**src/hdl/rccfd_pkg.sv**
```systemverilog
// Shared types and constants of the RC channel frame decoder.
package rccfd_pkg;

  localparam int BYTE_W        = 8;
  localparam int COUNT_W       = 9;
  localparam int RAW_W         = 11;
  localparam int VALUE_W       = 12;
  localparam int CH_W          = 4;
  localparam int PAYLOAD_BYTES = 22;
  localparam int PAY_AW        = $clog2(PAYLOAD_BYTES);
  localparam int ACC_W         = RAW_W - 1 + BYTE_W;
  localparam int ACC_CNT_W     = 5;
  localparam int MAG_W         = 22;
  localparam int QUO_W         = 11;
  localparam int RECIP_SHIFT   = 32;

  localparam logic [BYTE_W-1:0]  TYPE_CHANNELS = 8'h16;
  localparam logic [BYTE_W-1:0]  MIN_LENGTH    = 8'd24;
  localparam logic [COUNT_W-1:0] MIN_FRAME     = 9'd5;
  localparam logic [COUNT_W-1:0] COUNT_MAX     = 9'd259;
  localparam logic [COUNT_W-1:0] POS_LENGTH    = 9'd1;
  localparam logic [COUNT_W-1:0] POS_TYPE      = 9'd2;
  localparam logic [COUNT_W-1:0] POS_PAYLOAD   = 9'd3;
  localparam logic [COUNT_W-1:0] POS_PAY_END   = 9'd25;
  localparam logic [RAW_W:0]     RAW_OFFSET    = 12'd191;
  localparam logic [RAW_W-1:0]   SCALE_MUL     = 11'd1200;
  localparam logic [RAW_W-1:0]   SCALE_DIV     = 11'd1601;
  // floor(2^32 / 1601); quotient estimate is exact or one low
  localparam logic [MAG_W-1:0]   SCALE_RECIP   = 22'd2682677;
  localparam logic [VALUE_W-1:0] CENTER        = 12'd900;
  localparam logic [CH_W-1:0]    LAST_CH       = 4'd15;

  typedef struct packed {
    logic take_byte;
    logic dec_start;
    logic rd_issue;
    logic acc_load;
    logic ch_take;
    logic mul1;
    logic mul2;
    logic mul3;
    logic fix;
    logic ch_done;
  } cmd_t;

  typedef struct packed {
    logic frame_ok;
    logic acc_ge11;
    logic last_ch;
  } sts_t;

endpackage

```
**src/hdl/rccfd_ram.sv**
```systemverilog
// Generic single-write, single-read RAM with registered read data.
module rccfd_ram #(
  parameter int WIDTH = 8,
  parameter int DEPTH = 22
) (
  input  logic                     clk,
  input  logic                     we,
  input  logic [$clog2(DEPTH)-1:0] waddr,
  input  logic [WIDTH-1:0]         wdata,
  input  logic                     re,
  input  logic [$clog2(DEPTH)-1:0] raddr,
  output logic [WIDTH-1:0]         rdata
);

  logic [WIDTH-1:0] mem [DEPTH];
  logic [WIDTH-1:0] rdata_r;

  always_ff @(posedge clk) begin
    if (we) begin
      mem[waddr] <= wdata;
    end
    if (re) begin
      rdata_r <= mem[raddr];
    end
  end

  assign rdata = rdata_r;

endmodule

```
**src/hdl/rccfd_dp.sv**
```systemverilog
// Datapath: frame capture, payload store, bit unpacker and channel rescaler.
module rccfd_dp (
  input  logic                                clk,
  input  logic                                rst_n,
  input  rccfd_pkg::cmd_t                     cmd,
  output rccfd_pkg::sts_t                     sts,
  input  logic [rccfd_pkg::BYTE_W-1:0]        in_rx_byte,
  input  logic                                in_frame_end,
  output logic [rccfd_pkg::CH_W-1:0]          out_channel_index,
  output logic [rccfd_pkg::VALUE_W-1:0]       out_channel_value,
  output logic                                out_last_channel
);
  import rccfd_pkg::*;

  logic [COUNT_W-1:0]   byte_count_r, byte_count_nxt;
  logic [COUNT_W-1:0]   count_inc;
  logic [BYTE_W-1:0]    length_r;
  logic [BYTE_W-1:0]    type_r;
  logic                 pay_we;
  logic [PAY_AW-1:0]    pay_waddr;
  logic [BYTE_W-1:0]    pay_rdata;
  logic [PAY_AW-1:0]    rd_addr_r;
  logic [ACC_W-1:0]     acc_r;
  logic [ACC_CNT_W-1:0] acc_cnt_r;
  logic [RAW_W-1:0]     raw_r;
  logic [CH_W-1:0]      ch_r;
  logic [RAW_W:0]       diff;
  logic [RAW_W-1:0]     mag;
  logic                 neg_r;
  logic [MAG_W-1:0]     dmag_r;
  logic [2*MAG_W-1:0]   recip_prod;
  logic [QUO_W-1:0]     q0_r;
  logic [MAG_W-1:0]     rem_r;
  logic [QUO_W-1:0]     quo;
  logic [CH_W-1:0]      idx_r;
  logic [VALUE_W-1:0]   value_r;
  logic                 last_r;

  // frame capture
  assign count_inc = (byte_count_r < COUNT_MAX) ? byte_count_r + 1'b1 : byte_count_r;
  assign byte_count_nxt = in_frame_end ? '0 : count_inc;
  assign pay_we    = cmd.take_byte && (byte_count_r >= POS_PAYLOAD) &&
                     (byte_count_r < POS_PAY_END);
  assign pay_waddr = PAY_AW'(byte_count_r - POS_PAYLOAD);

  // length and type are registered by the time a frame can reach five bytes
  assign sts.frame_ok = (count_inc >= MIN_FRAME) &&
                        ({1'b0, length_r} == count_inc - 2'd2) &&
                        (type_r == TYPE_CHANNELS) && (length_r >= MIN_LENGTH);
  assign sts.acc_ge11 = (acc_cnt_r >= ACC_CNT_W'(RAW_W));
  assign sts.last_ch  = (ch_r == LAST_CH);

  always_ff @(posedge clk) begin
    if (!rst_n) begin
      byte_count_r <= '0;
      length_r     <= '0;
      type_r       <= '0;
    end else if (cmd.take_byte) begin
      byte_count_r <= byte_count_nxt;
      if (byte_count_r == POS_LENGTH) begin
        length_r <= in_rx_byte;
      end
      if (byte_count_r == POS_TYPE) begin
        type_r <= in_rx_byte;
      end
    end
  end

  rccfd_ram #(
    .WIDTH (BYTE_W),
    .DEPTH (PAYLOAD_BYTES)
  ) u_payload (
    .clk   (clk),
    .we    (pay_we),
    .waddr (pay_waddr),
    .wdata (in_rx_byte),
    .re    (cmd.rd_issue),
    .raddr (rd_addr_r),
    .rdata (pay_rdata)
  );

  // unpacker: bytes enter above the leftover bits, channels leave from the bottom
  always_ff @(posedge clk) begin
    if (!rst_n) begin
      rd_addr_r <= '0;
      acc_cnt_r <= '0;
      ch_r      <= '0;
    end else begin
      if (cmd.dec_start) begin
        rd_addr_r <= '0;
        acc_cnt_r <= '0;
        ch_r      <= '0;
      end else begin
        if (cmd.rd_issue) begin
          rd_addr_r <= rd_addr_r + 1'b1;
        end
        if (cmd.acc_load) begin
          acc_cnt_r <= acc_cnt_r + ACC_CNT_W'(BYTE_W);
        end else if (cmd.ch_take) begin
          acc_cnt_r <= acc_cnt_r - ACC_CNT_W'(RAW_W);
        end
        if (cmd.ch_done) begin
          ch_r <= ch_r + 1'b1;
        end
      end
    end
  end

  always_ff @(posedge clk) begin
    if (cmd.dec_start) begin
      acc_r <= '0;
    end else if (cmd.acc_load) begin
      acc_r <= acc_r | (ACC_W'(pay_rdata) << acc_cnt_r);
    end else if (cmd.ch_take) begin
      raw_r <= acc_r[RAW_W-1:0];
      acc_r <= acc_r >> RAW_W;
    end
  end

  // rescaler: sign and magnitude, reciprocal quotient, one correction step
  assign diff       = {1'b0, raw_r} - RAW_OFFSET;
  assign mag        = diff[RAW_W] ? RAW_W'(-diff) : diff[RAW_W-1:0];
  assign recip_prod = dmag_r * SCALE_RECIP;
  assign quo        = (rem_r >= MAG_W'(SCALE_DIV)) ? q0_r + 1'b1 : q0_r;

  always_ff @(posedge clk) begin
    if (cmd.mul1) begin
      neg_r  <= diff[RAW_W];
      dmag_r <= MAG_W'(mag * SCALE_MUL);
    end
    if (cmd.mul2) begin
      q0_r <= recip_prod[RECIP_SHIFT +: QUO_W];
    end
    if (cmd.mul3) begin
      rem_r <= dmag_r - MAG_W'(q0_r * SCALE_DIV);
    end
    if (cmd.fix) begin
      idx_r   <= ch_r;
      last_r  <= (ch_r == LAST_CH);
      value_r <= neg_r ? CENTER - VALUE_W'(quo) : CENTER + VALUE_W'(quo);
    end
  end

  assign out_channel_index = idx_r;
  assign out_channel_value = value_r;
  assign out_last_channel  = last_r;

endmodule

```
**src/hdl/rccfd_ctrl.sv**
```systemverilog
// Controller: sequences byte capture, payload unpacking and channel output.
module rccfd_ctrl (
  input  logic            clk,
  input  logic            rst_n,
  input  logic            in_valid,
  output logic            in_ready,
  input  logic            in_frame_end,
  output logic            out_valid,
  input  logic            out_ready,
  output rccfd_pkg::cmd_t cmd,
  input  rccfd_pkg::sts_t sts
);
  import rccfd_pkg::*;

  typedef enum logic [3:0] {
    S_RECV,
    S_CHK,
    S_RD,
    S_LOAD,
    S_MUL1,
    S_MUL2,
    S_MUL3,
    S_FIX,
    S_OUT
  } state_t;

  state_t state_r, state_nxt;

  assign in_ready  = (state_r == S_RECV);
  assign out_valid = (state_r == S_OUT);

  always_comb begin
    cmd       = '0;
    state_nxt = state_r;
    case (state_r)
      S_RECV: begin
        if (in_valid) begin
          cmd.take_byte = 1'b1;
          if (in_frame_end && sts.frame_ok) begin
            cmd.dec_start = 1'b1;
            state_nxt     = S_CHK;
          end
        end
      end
      S_CHK: begin
        if (sts.acc_ge11) begin
          cmd.ch_take = 1'b1;
          state_nxt   = S_MUL1;
        end else begin
          state_nxt = S_RD;
        end
      end
      S_RD: begin
        cmd.rd_issue = 1'b1;
        state_nxt    = S_LOAD;
      end
      S_LOAD: begin
        cmd.acc_load = 1'b1;
        state_nxt    = S_CHK;
      end
      S_MUL1: begin
        cmd.mul1  = 1'b1;
        state_nxt = S_MUL2;
      end
      S_MUL2: begin
        cmd.mul2  = 1'b1;
        state_nxt = S_MUL3;
      end
      S_MUL3: begin
        cmd.mul3  = 1'b1;
        state_nxt = S_FIX;
      end
      S_FIX: begin
        cmd.fix   = 1'b1;
        state_nxt = S_OUT;
      end
      S_OUT: begin
        if (out_ready) begin
          cmd.ch_done = 1'b1;
          state_nxt   = sts.last_ch ? S_RECV : S_CHK;
        end
      end
      default: begin
        state_nxt = S_RECV;
      end
    endcase
  end

  always_ff @(posedge clk) begin
    if (!rst_n) begin
      state_r <= S_RECV;
    end else begin
      state_r <= state_nxt;
    end
  end

endmodule

```
**src/hdl/rc_channel_frame_decoder.sv**
```systemverilog
// Top level of the RC channel frame decoder.
// Frame bytes are taken one per cycle while in_ready is high, address byte
// first, with in_frame_end on the last byte. A frame of at least 5 bytes whose
// length byte equals the byte count minus 2, whose type byte is 0x16 and whose
// length byte is at least 24 yields 16 transfers on the out_ channel, channel 0
// first, with out_last_channel on channel 15; any other frame yields nothing.
// No CRC or address check is made. After a passing frame the input is held off
// while one shared sequencer unpacks and rescales the channels: each payload
// byte is read through the payload RAM's one read port (22 bytes) in S_CHK,
// S_RD and S_LOAD, and each channel through S_MUL1, S_MUL2, S_MUL3, S_FIX and
// S_OUT of the three-multiply rescaler. A dropped frame never holds off input.
module rc_channel_frame_decoder (
  input  logic                                clk,
  input  logic                                rst_n,
  input  logic                                in_valid,
  output logic                                in_ready,
  input  logic [rccfd_pkg::BYTE_W-1:0]        in_rx_byte,
  input  logic                                in_frame_end,
  output logic                                out_valid,
  input  logic                                out_ready,
  output logic [rccfd_pkg::CH_W-1:0]          out_channel_index,
  output logic [rccfd_pkg::VALUE_W-1:0]       out_channel_value,
  output logic                                out_last_channel
);
  import rccfd_pkg::*;

  cmd_t cmd;
  sts_t sts;

  rccfd_ctrl u_ctrl (
    .clk          (clk),
    .rst_n        (rst_n),
    .in_valid     (in_valid),
    .in_ready     (in_ready),
    .in_frame_end (in_frame_end),
    .out_valid    (out_valid),
    .out_ready    (out_ready),
    .cmd          (cmd),
    .sts          (sts)
  );

  rccfd_dp u_dp (
    .clk               (clk),
    .rst_n             (rst_n),
    .cmd               (cmd),
    .sts               (sts),
    .in_rx_byte        (in_rx_byte),
    .in_frame_end      (in_frame_end),
    .out_channel_index (out_channel_index),
    .out_channel_value (out_channel_value),
    .out_last_channel  (out_last_channel)
  );

endmodule
```
**config.mk**
```make
export PLATFORM = sky130hd
export DESIGN_NAME = rc_channel_frame_decoder
export DESIGN_NICKNAME = d
export VERILOG_FILES = /design/src/hdl/rccfd_pkg.sv /design/src/hdl/rccfd_ram.sv /design/src/hdl/rccfd_dp.sv /design/src/hdl/rccfd_ctrl.sv /design/src/hdl/rc_channel_frame_decoder.sv
export SDC_FILE = /design/constraint.sdc
export NUM_CORES = 1
export LEC_CHECK = 0
export ABC_CLOCK_PERIOD_IN_PS = 6300
export BUFFER_PORTS_ARGS = -buffer_cell sky130_fd_sc_hd__buf_2
export CORE_MARGIN = 2
export CORE_UTILIZATION = 50
export CTS_CLUSTER_DIAMETER = 150
export CTS_CLUSTER_SIZE = 40
export DETAILED_ROUTE_END_ITERATION = 10
export GPL_TIMING_DRIVEN = 0
export MAX_ROUTING_LAYER = met4
export PLACE_DENSITY = 0.64
export SETUP_SLACK_MARGIN = 0.1
export SLEW_MARGIN = 15
export SYNTH_ARGS = -nofsm -noshare
export SYNTH_HDL_FRONTEND = slang
export SYNTH_SLANG_ARGS = --single-unit
```
**constraint.sdc**
```tcl
create_clock -name clk -period 6.3 [get_ports clk]
set_input_delay 1.26 -clock clk [delete_from_list [all_inputs] [get_ports clk]]
set_output_delay 1.26 -clock clk [all_outputs]
set_load 0.05 [all_outputs]
```
* After elaboration in Yosys (flattened, before gate mapping)
Memories as Yosys holds them, arrays and structs flattened. A register that Yosys moved wholly into a read port is not among the register bits.
Index checks and enable logic that the tools add are counted.
** Word-level totals
- Register bits after elaboration :: 141
- Memory bits (writable) :: 176
- Input port bits :: 13
- Logic and storage cells :: 104
- Memories :: 1
** Cells by class
- $add $sub $neg :: 13
- Multiply operators :: 3
- Order comparisons :: 7
- Eq/ne operators :: 16
- Shift operators :: 1
- Multiplexer cells :: 30
- Bitwise gates (word level) :: 4
- Reduce and logical (&&, ||, !) cells :: 13
** Memory list
- u_dp.u_payload.mem :: words 22, width 8, rd ports 1, clocked after Yosys merged registers in 1, wr ports 1, RTL line rccfd_ram.sv:15 : logic [WIDTH-1:0] mem [DEPTH];
** Operator list (number)
- multiplier 18 x 22 -> 39 bit (second input constant) :: 1
- two-way mux 18 bit :: 2
- case mux 4 bit (9 select lines) :: 1
- greater-or-equal comparator 22 x 11 -> 1 bit (second input constant) :: 1
- multiplier 11 x 11 -> 22 bit (second input constant) :: 1
- two-way mux 11 bit :: 2
- subtractor 22 bit :: 1
- multiplier 11 x 7 -> 18 bit (second input constant) :: 1
- two-way mux 9 bit :: 2
- bitwise OR 18 bit :: 1
- left shift 8 x 5 -> 18 bit :: 1
- equality test 4 x 3 -> 1 bit (second input constant) :: 4
- two-way mux 1 bit :: 14
- adder 10 x 11 -> 12 bit (first input constant) :: 1
- two-way mux 12 bit :: 1
- two-way mux 4 bit :: 3
- subtractor 10 x 11 -> 12 bit (first input constant) :: 1
- subtractor 11 x 8 -> 12 bit (second input constant) :: 1
- adder 11 x 1 -> 11 bit (second input constant) :: 1
- negation 11 bit :: 1
- two-way mux 5 bit :: 2
- adder 9 x 1 -> 9 bit (second input constant) :: 1
- equality test 8 x 9 -> 1 bit :: 1
- equality test 9 x 1 -> 1 bit (second input constant) :: 1
- 28 further kinds :: 41

* Depth between registers and ports, before layout
Gate-level depths: netlist of the first run.
- Word-level depth :: 15
- Mapped depth :: 23

* By module
Synthesis of the first run repeated with hierarchy kept, for this count alone.
** Second synthesis, totals
- Cell total of the unflattened synthesis :: 2028
- Area total of the unflattened synthesis :: 23970.5 µm²
** By module, submodules not included
- rccfd_dp :: instances 1, cells an instance 1644, area each 16494.6 µm², sequential area each 3543.4 µm²
- rccfd_ram :: instances 1, cells an instance 345, area each 7139.3 µm², sequential area each 5525.3 µm²
- rccfd_ctrl :: instances 1, cells an instance 39, area each 336.6 µm², sequential area each 80.1 µm²

* Least setup slack after synthesis of the first run
No wires, ideal clock.
- Path type :: flip-flop to flip-flop
- Start :: register u_dp.dmag_r[7]
- End :: register u_dp.q0_r[2] (data pin)
- Setup time :: 195 ps
- Arrival :: 5756 ps
- Setup slack :: 349 ps
- Stages on the path, launching flop included :: 20
- Buffers on the path :: 0
- Period minus slack after synthesis :: 5951 ps
- Cells stage by stage :: edfxtp_1 > fa_1 > inv_1 > fa_1 > fa_1 > inv_1 > fa_1 > fa_1 > inv_1 > fa_1 > inv_1 > ha_1 > a21o_1 > a21o_1 > a21o_1 > o31ai_1 > a21boi_0 > o21ai_0 > or4b_2 > o311ai_0
** On the way
- Longest elaborated chain between the ends :: 1
** Ends and longest elaborated chain
- start: declaration :: RTL line rccfd_dp.sv:30 : logic [MAG_W-1:0] dmag_r;
- start signal: assignment :: RTL line rccfd_dp.sv:129 : dmag_r <= MAG_W'(mag * SCALE_MUL);
- multiplier 18 x 22 -> 39 bit :: RTL line rccfd_dp.sv:123 : assign recip_prod = dmag_r * SCALE_RECIP;
- named net u_dp.recip_prod[34] :: RTL line rccfd_dp.sv:31 : logic [2*MAG_W-1:0] recip_prod;
- end signal: assignment :: RTL line rccfd_dp.sv:132 : q0_r <= recip_prod[RECIP_SHIFT +: QUO_W];
- end: declaration :: RTL line rccfd_dp.sv:32 : logic [QUO_W-1:0] q0_r;
The timed path passes the listed nets, and every way through them passes these cells.
A chain may end at the register's enable or synchronous reset.

* Final worst setup path of the first run
- Start :: register u_dp.dmag_r[12]
- End :: register u_dp.q0_r[10] (data pin)
Same word-level chain as after synthesis.

==> results.md, run 1 <==
Hold path:
- The kind of path behind the tightest hold check is flip-flop to flip-flop.
- The count of cells along the worst hold path is 0.
- The path with the worst hold slack has its endpoint at u_dp.raw_r[4]$_DFFE_PP_.
- The worst hold path begins at u_dp.acc_r[4]$_SDFFE_PP0P_.

Timing:
- The tightest slew margin relative to the limit is between 20% and 30%.
- The fmax is 160 MHz.
- The worst clock skew on the final layout is between 0.04 and 0.05 ns.
- At the pin with the least slew margin, the transition time is 1.10 ns.
- The final count of hold timing violations came to 0.
- Setup repair after global routing could not meet its margin everywhere.
- Setup violations remaining at the end of the flow were counted as 0.
- The summed negative setup slack over all endpoints is 0 ns.
- The max-slew violation count is 0.
- The smallest clock period supported by the final layout is computed as 6.25 ns.
- In the post-route analysis, the smallest setup slack over all paths is between 0.05 and 0.06 ns.
- The ratio of final minimum period to clock period is between 90% and 100%.

Finish:
- From synthesis to final layout, the design area changed by 9.20%.
- The register area is approximately 9100 sq um.
- After filler insertion, the fill cell instance count of the layout stands at around 4000.
- The area of the multi-input gates is between 10000 and 15000 sq um.
- The post-layout instance count excluding filler cells is approximately 2800.
- The antenna diode instance count is 0.
- Leaving out fill and tap cells, the most frequent cell in the layout is sky130_fd_sc_hd__inv_1.
- The top cell types in the final layout, fill and taps aside, are 350 x sky130_fd_sc_hd__inv_1, 279 x sky130_fd_sc_hd__ha_1, 264 x sky130_fd_sc_hd__edfxtp_1.
- Cells with a size suffix above 1 make up 12.3% of the layout.
- For this run, the post-layout net count is ~2700.

Global routing:
- The first global-routing pass estimated about 83000 um of wire.
- The maximum number of pins on one net before global-route repair is 42.
- The global routing usage summed across all routing layers is a little over a fifth.
- The initial antenna violation count is 0.
- The aggregate global routing overflow is 0.
- The via count of the first global-routing pass came to 15700.

Clock network:
- The clock passes through at most 3 buffers.
- The post-CTS clock slew at the launch and capture registers of the worst setup and hold paths is roughly 0.14 ns.
- The total clock sinks is roughly 330.
- The clock insertion delay at the later pin of the skew report is ~0.53 ns.
- In this run, CTS created clock tree buffers numbering 12.
- TritonCTS built the clock tree.
- The hold buffer count at CTS is 0.
- The library cell used as clock root buffer is sky130_fd_sc_hd__clkbuf_16.
- The number of levels in the clock H-tree is 1.

Routing:
- The count of routing violations after the opening detailed-route iteration is 895.
- The detail-routed via count per cell is around 5.5.
- The average detailed-routed wire length per instance is roughly 19 um.
- The first TritonRoute pass finished after 6 iterations.
- Summed over all layers, the routed wires come to approximately 52000 um.
- The post-detailed-route count of antenna-violating nets is 0.
- For this run, design rule violations remaining after detail routing come to 0.
- The total number of vias is 15400.

Critical path:
- The number of cell instances on the worst register-to-register path is 20.
- In this run the worst path has a maximum fanout of 4.
- The maximum cell stage delay along the critical path is about 0.55 ns.
- STA classifies the critical path startpoint as a flip-flop.
- STA classifies the critical path endpoint as a flip-flop.
- The worst-path cell with the longest stage delay is sky130_fd_sc_hd__fa_1.
- The dominant cell type by count on the critical path is sky130_fd_sc_hd__fa_1.
- The kind of cell with the highest combined delay on the critical path is adder cells.
- In this run the critical register-to-register path is launched from u_dp.dmag_r[12]$_DFFE_PP_.
- The buffers plus inverters on the worst setup path is 4.
- The reg2reg setup slack is 0.05 ns.
- The worst reg2reg path endpoint is u_dp.q0_r[10]$_DFFE_PP_.
- The startpoint of the most critical setup path is u_dp.dmag_r[12]$_DFFE_PP_.
- Data arrives at the worst endpoint at about 6.5 ns.
- Data on the critical path is required at its endpoint by around 6.6 ns.
- The critical path goes through buf_4, ha_2, inv_1, fa_1, fa_1, fa_2, fa_1, inv_1, fa_1, inv_1, ha_1, nand3_2, or2_2, a31oi_1, and4b_2, o21ba_4, a21oi_4, nor3_2, o41ai_2, xnor2_1.
- The type of the setup path with the least slack is flip-flop to flip-flop.

Pwr:
- VDD sags by at most a little over 0.2 mV.
- Dividing total power by cell area gives a power density of 130 nW/um^2.
- Summed over all cells, the static leakage comes to roughly 11 nW.
- The total power draw is roughly 3.4 mW.

Yosys:
- The instance count of the mapped netlist is ~2100.
- Of the total synthesized cell area, the portion taken by full adders, half adders and majority gates is 29.9%.
- Yosys printed 0 warnings.
- The synthesized netlist devotes 7.25% of its cell area to compound gates.
- The dominant combinational cell family by area after synthesis is adder cells.
- The commonest register cell after synthesis is sky130_fd_sc_hd__edfxtp_1.
- The async set-or-reset flop fraction in the synthesized netlist is 0%.
- The simple logic cell fraction of the synthesized area is between 8 and 9%.
- Summed over its instances, the top area cell type makes up 32.7% of the synthesized netlist area.
- In the synthesized netlist, mux cells make up ~6.2% of the area.
- The fraction of the yosys area taken by sequential cells is between 30% and 40%.
- The number of synthesized flops with an enable pin is between 200 and 300.
- The total standard cell area after synthesis is 24200 sq um.
- The synthesized netlist devotes around 3.8% of its cell area to XOR and XNOR gates.
- Each instance of the synthesized netlist takes up on average 11.7 sq um.
- The number of unique standard cell types used by synthesis is about 80.
- The post-synthesis net count is about 2600.
- Yosys attributes the largest share of cell area to sky130_fd_sc_hd__edfxtp_1 33%, sky130_fd_sc_hd__ha_1 15%, sky130_fd_sc_hd__fa_1 15%.
- The cell type with the highest aggregate area in the netlist is sky130_fd_sc_hd__edfxtp_1.
- The number of flip-flops and latches in the synthesized netlist is around 330.

Floorplanning:
- The effective utilization at floorplan is about half.
- The core region is 47700 sq um.
- The die boundary width is about 220 um.
- The die is around 220 um tall.
- 32 I/O pins were placed.
- The area enclosed by the die boundary is 50200 sq um.
- The number of rows created at floorplan is 80.

Place:
- The number of placed instances, taps included, is ~2700.
- OpenSTA, run right after detailed placement, puts the worst setup slack at -0.804 ns.
- Buffers placed on the I/O ports in this run total 30.
- The congestion estimate from routability-driven global placement came to ~0.9.
- The HPWL after detailed placement is slightly above 40000 um.

Run status:
- The flow ran to the end, and the final reports show no timing, DRC or antenna violations.

Run:
- Max-cap violations in this run came to 0.
-- worst register-to-register path: cells and delay by family (launching register included) --
kind / cells / cell delay [ns]
AOI/OAI and AO/OA: 4 / 0.97
xor gates and xnor gates: 1 / 0.12
adders and majority gates: 7 / 3.28
buffers and inverters: 4 / 0.37
DFF: 1 / 0.48
and+or+nand+nor: 4 / 0.80
-- final cells by class --
cell class / count / share of cell area, %
Tap cell: 615 / 2.91
Clock buffer: 16 / 1.19
Sequential cell: 325 / 34.6
Inverter: 358 / 5.11
Timing Repair Buffer: 90 / 2.45
Buffer: 61 / 0.975
Clock inverter: 4 / 0.208
Multi-Input combinational cell: 1322 / 52.6
-- stage by stage --
step                      instance area (sq um)  utilization (%)  hold WS, ns
after floorplan                           24200                -        0.407
after detailed placement                  25200             52.8        0.416
final                                     26400             55.4        0.448
after global routing                      26400             55.4        0.465
after CTS                                 25900             54.2        0.440
after global placement                    25100             52.6        0.418
-- worst max-delay path by stage --
stage / end / slack [ns] / cells after the start
2_1_floorplan: u_dp.q0_r[2]$_DFFE_PP_ / 0.35 / 19
3_3_place_gp: u_dp.q0_r[2]$_DFFE_PP_ / -0.73 / 19
3_5_place_dp: u_dp.q0_r[2]$_DFFE_PP_ / -0.80 / 19
4_1_cts: u_dp.q0_r[2]$_DFFE_PP_ / 0.01 / 19
5_1_grt: u_dp.q0_r[10]$_DFFE_PP_ / -0.15 / 21
6_report: u_dp.q0_r[10]$_DFFE_PP_ / 0.05 / 20
-- cell usage after synthesis (11+ instances only) --
master / n
sky130_fd_sc_hd__edfxtp_1: 264
sky130_fd_sc_hd__ha_1: 297
sky130_fd_sc_hd__a21boi_0: 12
sky130_fd_sc_hd__o21ai_0: 51
sky130_fd_sc_hd__nor2_1: 88
sky130_fd_sc_hd__xor2_1: 31
sky130_fd_sc_hd__o31ai_1: 11
sky130_fd_sc_hd__o21a_1: 14
sky130_fd_sc_hd__a31oi_1: 19
sky130_fd_sc_hd__fa_1: 176
sky130_fd_sc_hd__a21oi_1: 56
sky130_fd_sc_hd__nand2b_1: 21
sky130_fd_sc_hd__nor4_1: 13
sky130_fd_sc_hd__nor3_1: 42
sky130_fd_sc_hd__mux2i_1: 33
sky130_fd_sc_hd__inv_1: 357
sky130_fd_sc_hd__mux4_2: 48
sky130_fd_sc_hd__o211ai_1: 16
sky130_fd_sc_hd__clkbuf_1: 44
sky130_fd_sc_hd__or2_2: 11
sky130_fd_sc_hd__and3_1: 12
sky130_fd_sc_hd__nor2b_1: 35
sky130_fd_sc_hd__a22oi_1: 12
sky130_fd_sc_hd__nand3_1: 27
sky130_fd_sc_hd__dfxtp_1: 61
sky130_fd_sc_hd__nand2_1: 87
sky130_fd_sc_hd__a21o_1: 15
sky130_fd_sc_hd__xnor2_1: 66
-- routing by layer --
layer / GRT usage [%] / up-vias / part of all wire, %
li1: - / 7361 / -
met1: 27.5 / 7711 / 43
met2: 38.1 / 287 / 51
met3: 1.63 / 60 / 3.1
met4: 4.77 / 0 / 2.8
met5: - / - / 0
-- registers in the layout, indices dropped and copies added, names as in the netlist, 5 cells and up --
name                    cells
u_dp.acc_cnt_r              5
u_dp.acc_r                 18
u_dp.byte_count_r           9
u_dp.dmag_r                18
u_dp.length_r               8
u_dp.out_channel_value     12
u_dp.q0_r                  11
u_dp.raw_r                 11
u_dp.rd_addr_r              5
u_dp.rem_r                 22
u_dp.type_r                 8
u_dp.u_payload.mem        176
u_dp.u_payload.rdata        8
-- cells by family after synthesis --
kind of cell               after synthesis
muxes                                   89
DFF                                    325
and+or+nand+nor                        398
AOI/OAI and AO/OA                      262
adders and majority gates              473
buffers and inverters                  419
xor gates and xnor gates               100
-- report_power, final --
part	total [mW]	internal, mW	switching (mW)	leakage [nW]
logic	0.0775	0.0262	0.0513	7.80
registers	2.33	2.32	0.00859	2.86
clock network	1.04	0.381	0.656	0.179
-- repair_timing --
action / 4_1_cts / 5_1_grt
hold endpoints to repair: 0 / 0
endpoints found under the setup margin: 10 / 11
buffers inserted: 33 / 23
pin swaps: 8 / 43
gates resized for setup: 23 / 61
No activity file was read; power rests on OpenSTA's default activity.
==> inputs of run 2 (changes only) <==
CTS_BUF_LIST = sky130_fd_sc_hd__clkbuf_4 sky130_fd_sc_hd__clkbuf_8 sky130_fd_sc_hd__clkbuf_16   (was unset)
==> run 2 against run 1 <==
Net effect:
- sequential share of layout area is essentially flat
- total power grew 0.47%
- sequential cell count is the same
- combinational power is essentially flat
- via count shrank 0.10%
- sequential power is essentially flat
- non-clock buffer count is the same
- final cell count is the same
- register-to-register slack is essentially flat
- largest cell class unchanged
- cell area is essentially flat
- core utilization is essentially flat
==> results.md, run 2 (same netlist as run 1, synthesis figures left out) <==
Finish:
- The register with the most flip-flops in the layout has around 180 of them.
- The sequential cells in the finished layout cover a total of around 9100 sq um.
- Compared with the post-synthesis result, the final layout area differs by 9.26%.
- The library cells used most frequently in the layout, excluding fill and tap cells, are 350 x sky130_fd_sc_hd__inv_1, 279 x sky130_fd_sc_hd__ha_1, 264 x sky130_fd_sc_hd__edfxtp_1.
- 0 antenna diodes ended up in the layout.
- The post-route netlist has between 10% and 20% of its cells at a drive strength greater than 1.
- The area of all placed cells without fillers is 26500 sq um.
- The largest registers in the layout are u_dp.u_payload.mem (176), u_dp.rem_r (22).
- Counting flops per register, the top entry is u_dp.u_payload.mem.
- The most frequent standard cell in the layout excluding fill and tap cells is sky130_fd_sc_hd__inv_1.
- The net count of the finished layout is 2656.
- The number of filler cells placed in the layout is 4009.
- The area of the multi-input gates is about 14000 sq um.

Clock network:
- Counting the buffers created by CTS gives 12.
- The library cell used as clock root buffer is sky130_fd_sc_hd__clkbuf_16.
- The post-CTS clock slew at the launch and capture registers of the worst setup and hold paths is approximately 0.14 ns.
- In this run the number of H-tree levels came out at 1.
- The clock net in this run drives a total of approximately 330 sinks.
- The clock passes through at most 3 buffers.
- TritonCTS built the clock tree.
- For this design, the CTS-stage hold fixing added 0 buffers.
- The clock insertion delay at the later pin of the skew report is approximately 0.53 ns.

Floorplanning:
- The number of rows created at floorplan is 80.
- After floorplanning, the core was sized to cover around 48000 sq um.
- For this configuration, the core starts out at a cell density of 50.7%.
- From left edge to right edge, the die measures ~220 um.
- During I/O placement, the number of pins put on the boundary was 32.
- The die boundary height is approximately 220 um.
- The die covers 50200 sq um.

Timing:
- After layout, the worst setup slack is roughly 0.048 ns.
- The clock arrives with ~0.041 ns of skew.
- The time the worst path needs with I/O delays and setup is around 6.3 ns.
- The tightest slew margin relative to the limit is 25.7%.
- Setup repair after global routing could not meet its margin everywhere.
- Timing would allow up to between 150 and 200 MHz.
- After routing, the total negative slack on setup checks comes to 0 ns.
- The final count of hold timing violations is 0.
- After layout, the worst path uses slightly below 100% of the clock period.
- The max-slew violation count came to 0.
- Setup violations remaining at the end of the flow were counted as 0.
- The actual slew at the worst max-slew pin is approximately 1.1 ns.

Critical path:
- The type of origin of the critical path is a flip-flop.
- Of all nets on the critical path, the largest fanout is 4.
- The endpoint identified for the worst register-to-register timing path is u_dp.q0_r[10]$_DFFE_PP_.
- The worst setup path is captured at a flip-flop.
- Data arrives at the worst endpoint at 6.52 ns.
- By startpoint and endpoint, the worst setup path is classified as flip-flop to flip-flop.
- For flop-to-flop paths, the worst setup slack is between 0.04 and 0.05 ns.
- Measured in cells, the most critical reg-to-reg path has a length of 20.
- Data on the critical path is required at its endpoint by between 6 and 7 ns.
- The start of the worst register-to-register path is u_dp.dmag_r[12]$_DFFE_PP_.

Global routing:
- The aggregate global routing overflow is 0.
- The global routing usage summed across all routing layers is between 20% and 30%.
- The via count of the first global-routing pass came to roughly 16000.
- The first global-routing pass estimated around 83000 um of wire.
- Entering global routing, the biggest net connects 42 pins.
- The initial antenna violation count is 0.

Pwr:
- The total power draw is 3.46 mW.
- For this design the static power due to leakage is 10.9 nW.
- The worst IR drop on VDD is a little over 0.2 mV.
- The power density over the cells is between 100 and 150 nW/um^2.

Routing:
- In this run the remaining antenna-violating nets after routing total 0.
- For this block, the via count after detailed routing is approximately 15000.
- In the final routed layout, each cell accounts on average for around 19 um.
- Wires add up to approximately 52000 um.
- The detail-routed via count per cell is approximately 5.5.
- For this run, the detailed router's first-pass iteration total came to 5.
- The count of routing violations after the opening detailed-route iteration is about 870.
- In the routed design, unresolved DRC markers number 0.

Hold path:
- The origin of the worst min-delay path is u_dp.acc_r[4]$_SDFFE_PP0P_.
- The endpoint of the worst hold-timing path is u_dp.raw_r[4]$_DFFE_PP_.
- The worst hold path passes through 0 cells.
- The kind of path behind the tightest hold check is flip-flop to flip-flop.

Place:
- The HPWL after detailed placement is ~40000 um.
- The total placed instance area is approximately 25000 sq um.
- Before CTS, the worst setup slack after placement is -0.804 ns.
- At the end of routability-driven placement, the weighted congestion stood at around 0.89.
- Input and output buffers added on the ports amount to 30.

Run status:
- The run finished with clean final reports.

Run:
- The max-cap check violation count is 0.
## run 2: routing by layer
metal,track usage [%],up-vias,routed length (um)
li1,-,7362,-
met4,4.77,0,1450
met3,1.63,62,1590
met1,27.5,7700,22600
met2,38.1,279,26800
met5,-,-,0
## run 2: worst max path at each step
stage	startpoint	endpoint	slack, ns	depth (start not counted)
final	u_dp.dmag_r[12]$_DFFE_PP_	u_dp.q0_r[10]$_DFFE_PP_	0.05	20
after detailed placement	u_dp.dmag_r[11]$_DFFE_PP_	u_dp.q0_r[2]$_DFFE_PP_	-0.80	19
after floorplan	u_dp.dmag_r[7]$_DFFE_PP_	u_dp.q0_r[2]$_DFFE_PP_	0.35	19
after CTS	u_dp.dmag_r[9]$_DFFE_PP_	u_dp.q0_r[2]$_DFFE_PP_	0.01	19
after global placement	u_dp.dmag_r[11]$_DFFE_PP_	u_dp.q0_r[2]$_DFFE_PP_	-0.73	19
after global routing	u_dp.dmag_r[15]$_DFFE_PP_	u_dp.q0_r[10]$_DFFE_PP_	-0.15	21
## run 2: cell type report
type | instances | share of cell area (%)
Sequential cell | 325 | 34.6
Clock buffer | 16 | 1.25
Tap cell | 615 | 2.91
Inverter | 358 | 5.10
Multi-Input combinational cell | 1322 | 52.5
Timing Repair Buffer | 90 | 2.44
Buffer | 61 | 0.974
Clock inverter | 4 | 0.208
## run 2: where the power goes
group	switching (mW)	internal, mW
logic	0.0512	0.0262
clock network	0.655	0.398
registers	0.00857	2.32
## run 2: repair_timing
| item | CTS | global route |
|---|---|---|
| setup endpoints to repair | 10 | 11 |
| endpoints found under the hold margin | 0 | 0 |
| setup buffers | 33 | 23 |
| resized for setup | 23 | 61 |
| pin swaps | 8 | 43 |
## run 2: per-stage QoR
stage          hold slack [ns]  utilization [%]  std cells
4_1_cts                  0.440             54.3       2768
5_1_grt                  0.465             55.4       2791
6_report                 0.448             55.4       2791
3_5_place_dp             0.416             52.8       2715
2_1_floorplan            0.407                -       2066
3_3_place_gp             0.418             52.6       2711
## run 2: worst max-delay path, stage by stage (launching register included)
cell and delay [ns]:
sky130_fd_sc_hd__edfxtp_1 0.48, sky130_fd_sc_hd__buf_4 0.20, sky130_fd_sc_hd__ha_2 0.39, sky130_fd_sc_hd__inv_1 0.07
sky130_fd_sc_hd__fa_1 0.52, sky130_fd_sc_hd__fa_1 0.46, sky130_fd_sc_hd__fa_2 0.52, sky130_fd_sc_hd__fa_1 0.55
sky130_fd_sc_hd__inv_1 0.06, sky130_fd_sc_hd__fa_1 0.53, sky130_fd_sc_hd__inv_1 0.04, sky130_fd_sc_hd__ha_1 0.31
sky130_fd_sc_hd__nand3_2 0.12, sky130_fd_sc_hd__or2_2 0.32, sky130_fd_sc_hd__a31oi_1 0.17, sky130_fd_sc_hd__and4b_2 0.28
sky130_fd_sc_hd__o21ba_4 0.22, sky130_fd_sc_hd__a21oi_4 0.16, sky130_fd_sc_hd__nor3_2 0.08, sky130_fd_sc_hd__o41ai_2 0.41
sky130_fd_sc_hd__xnor2_1 0.12
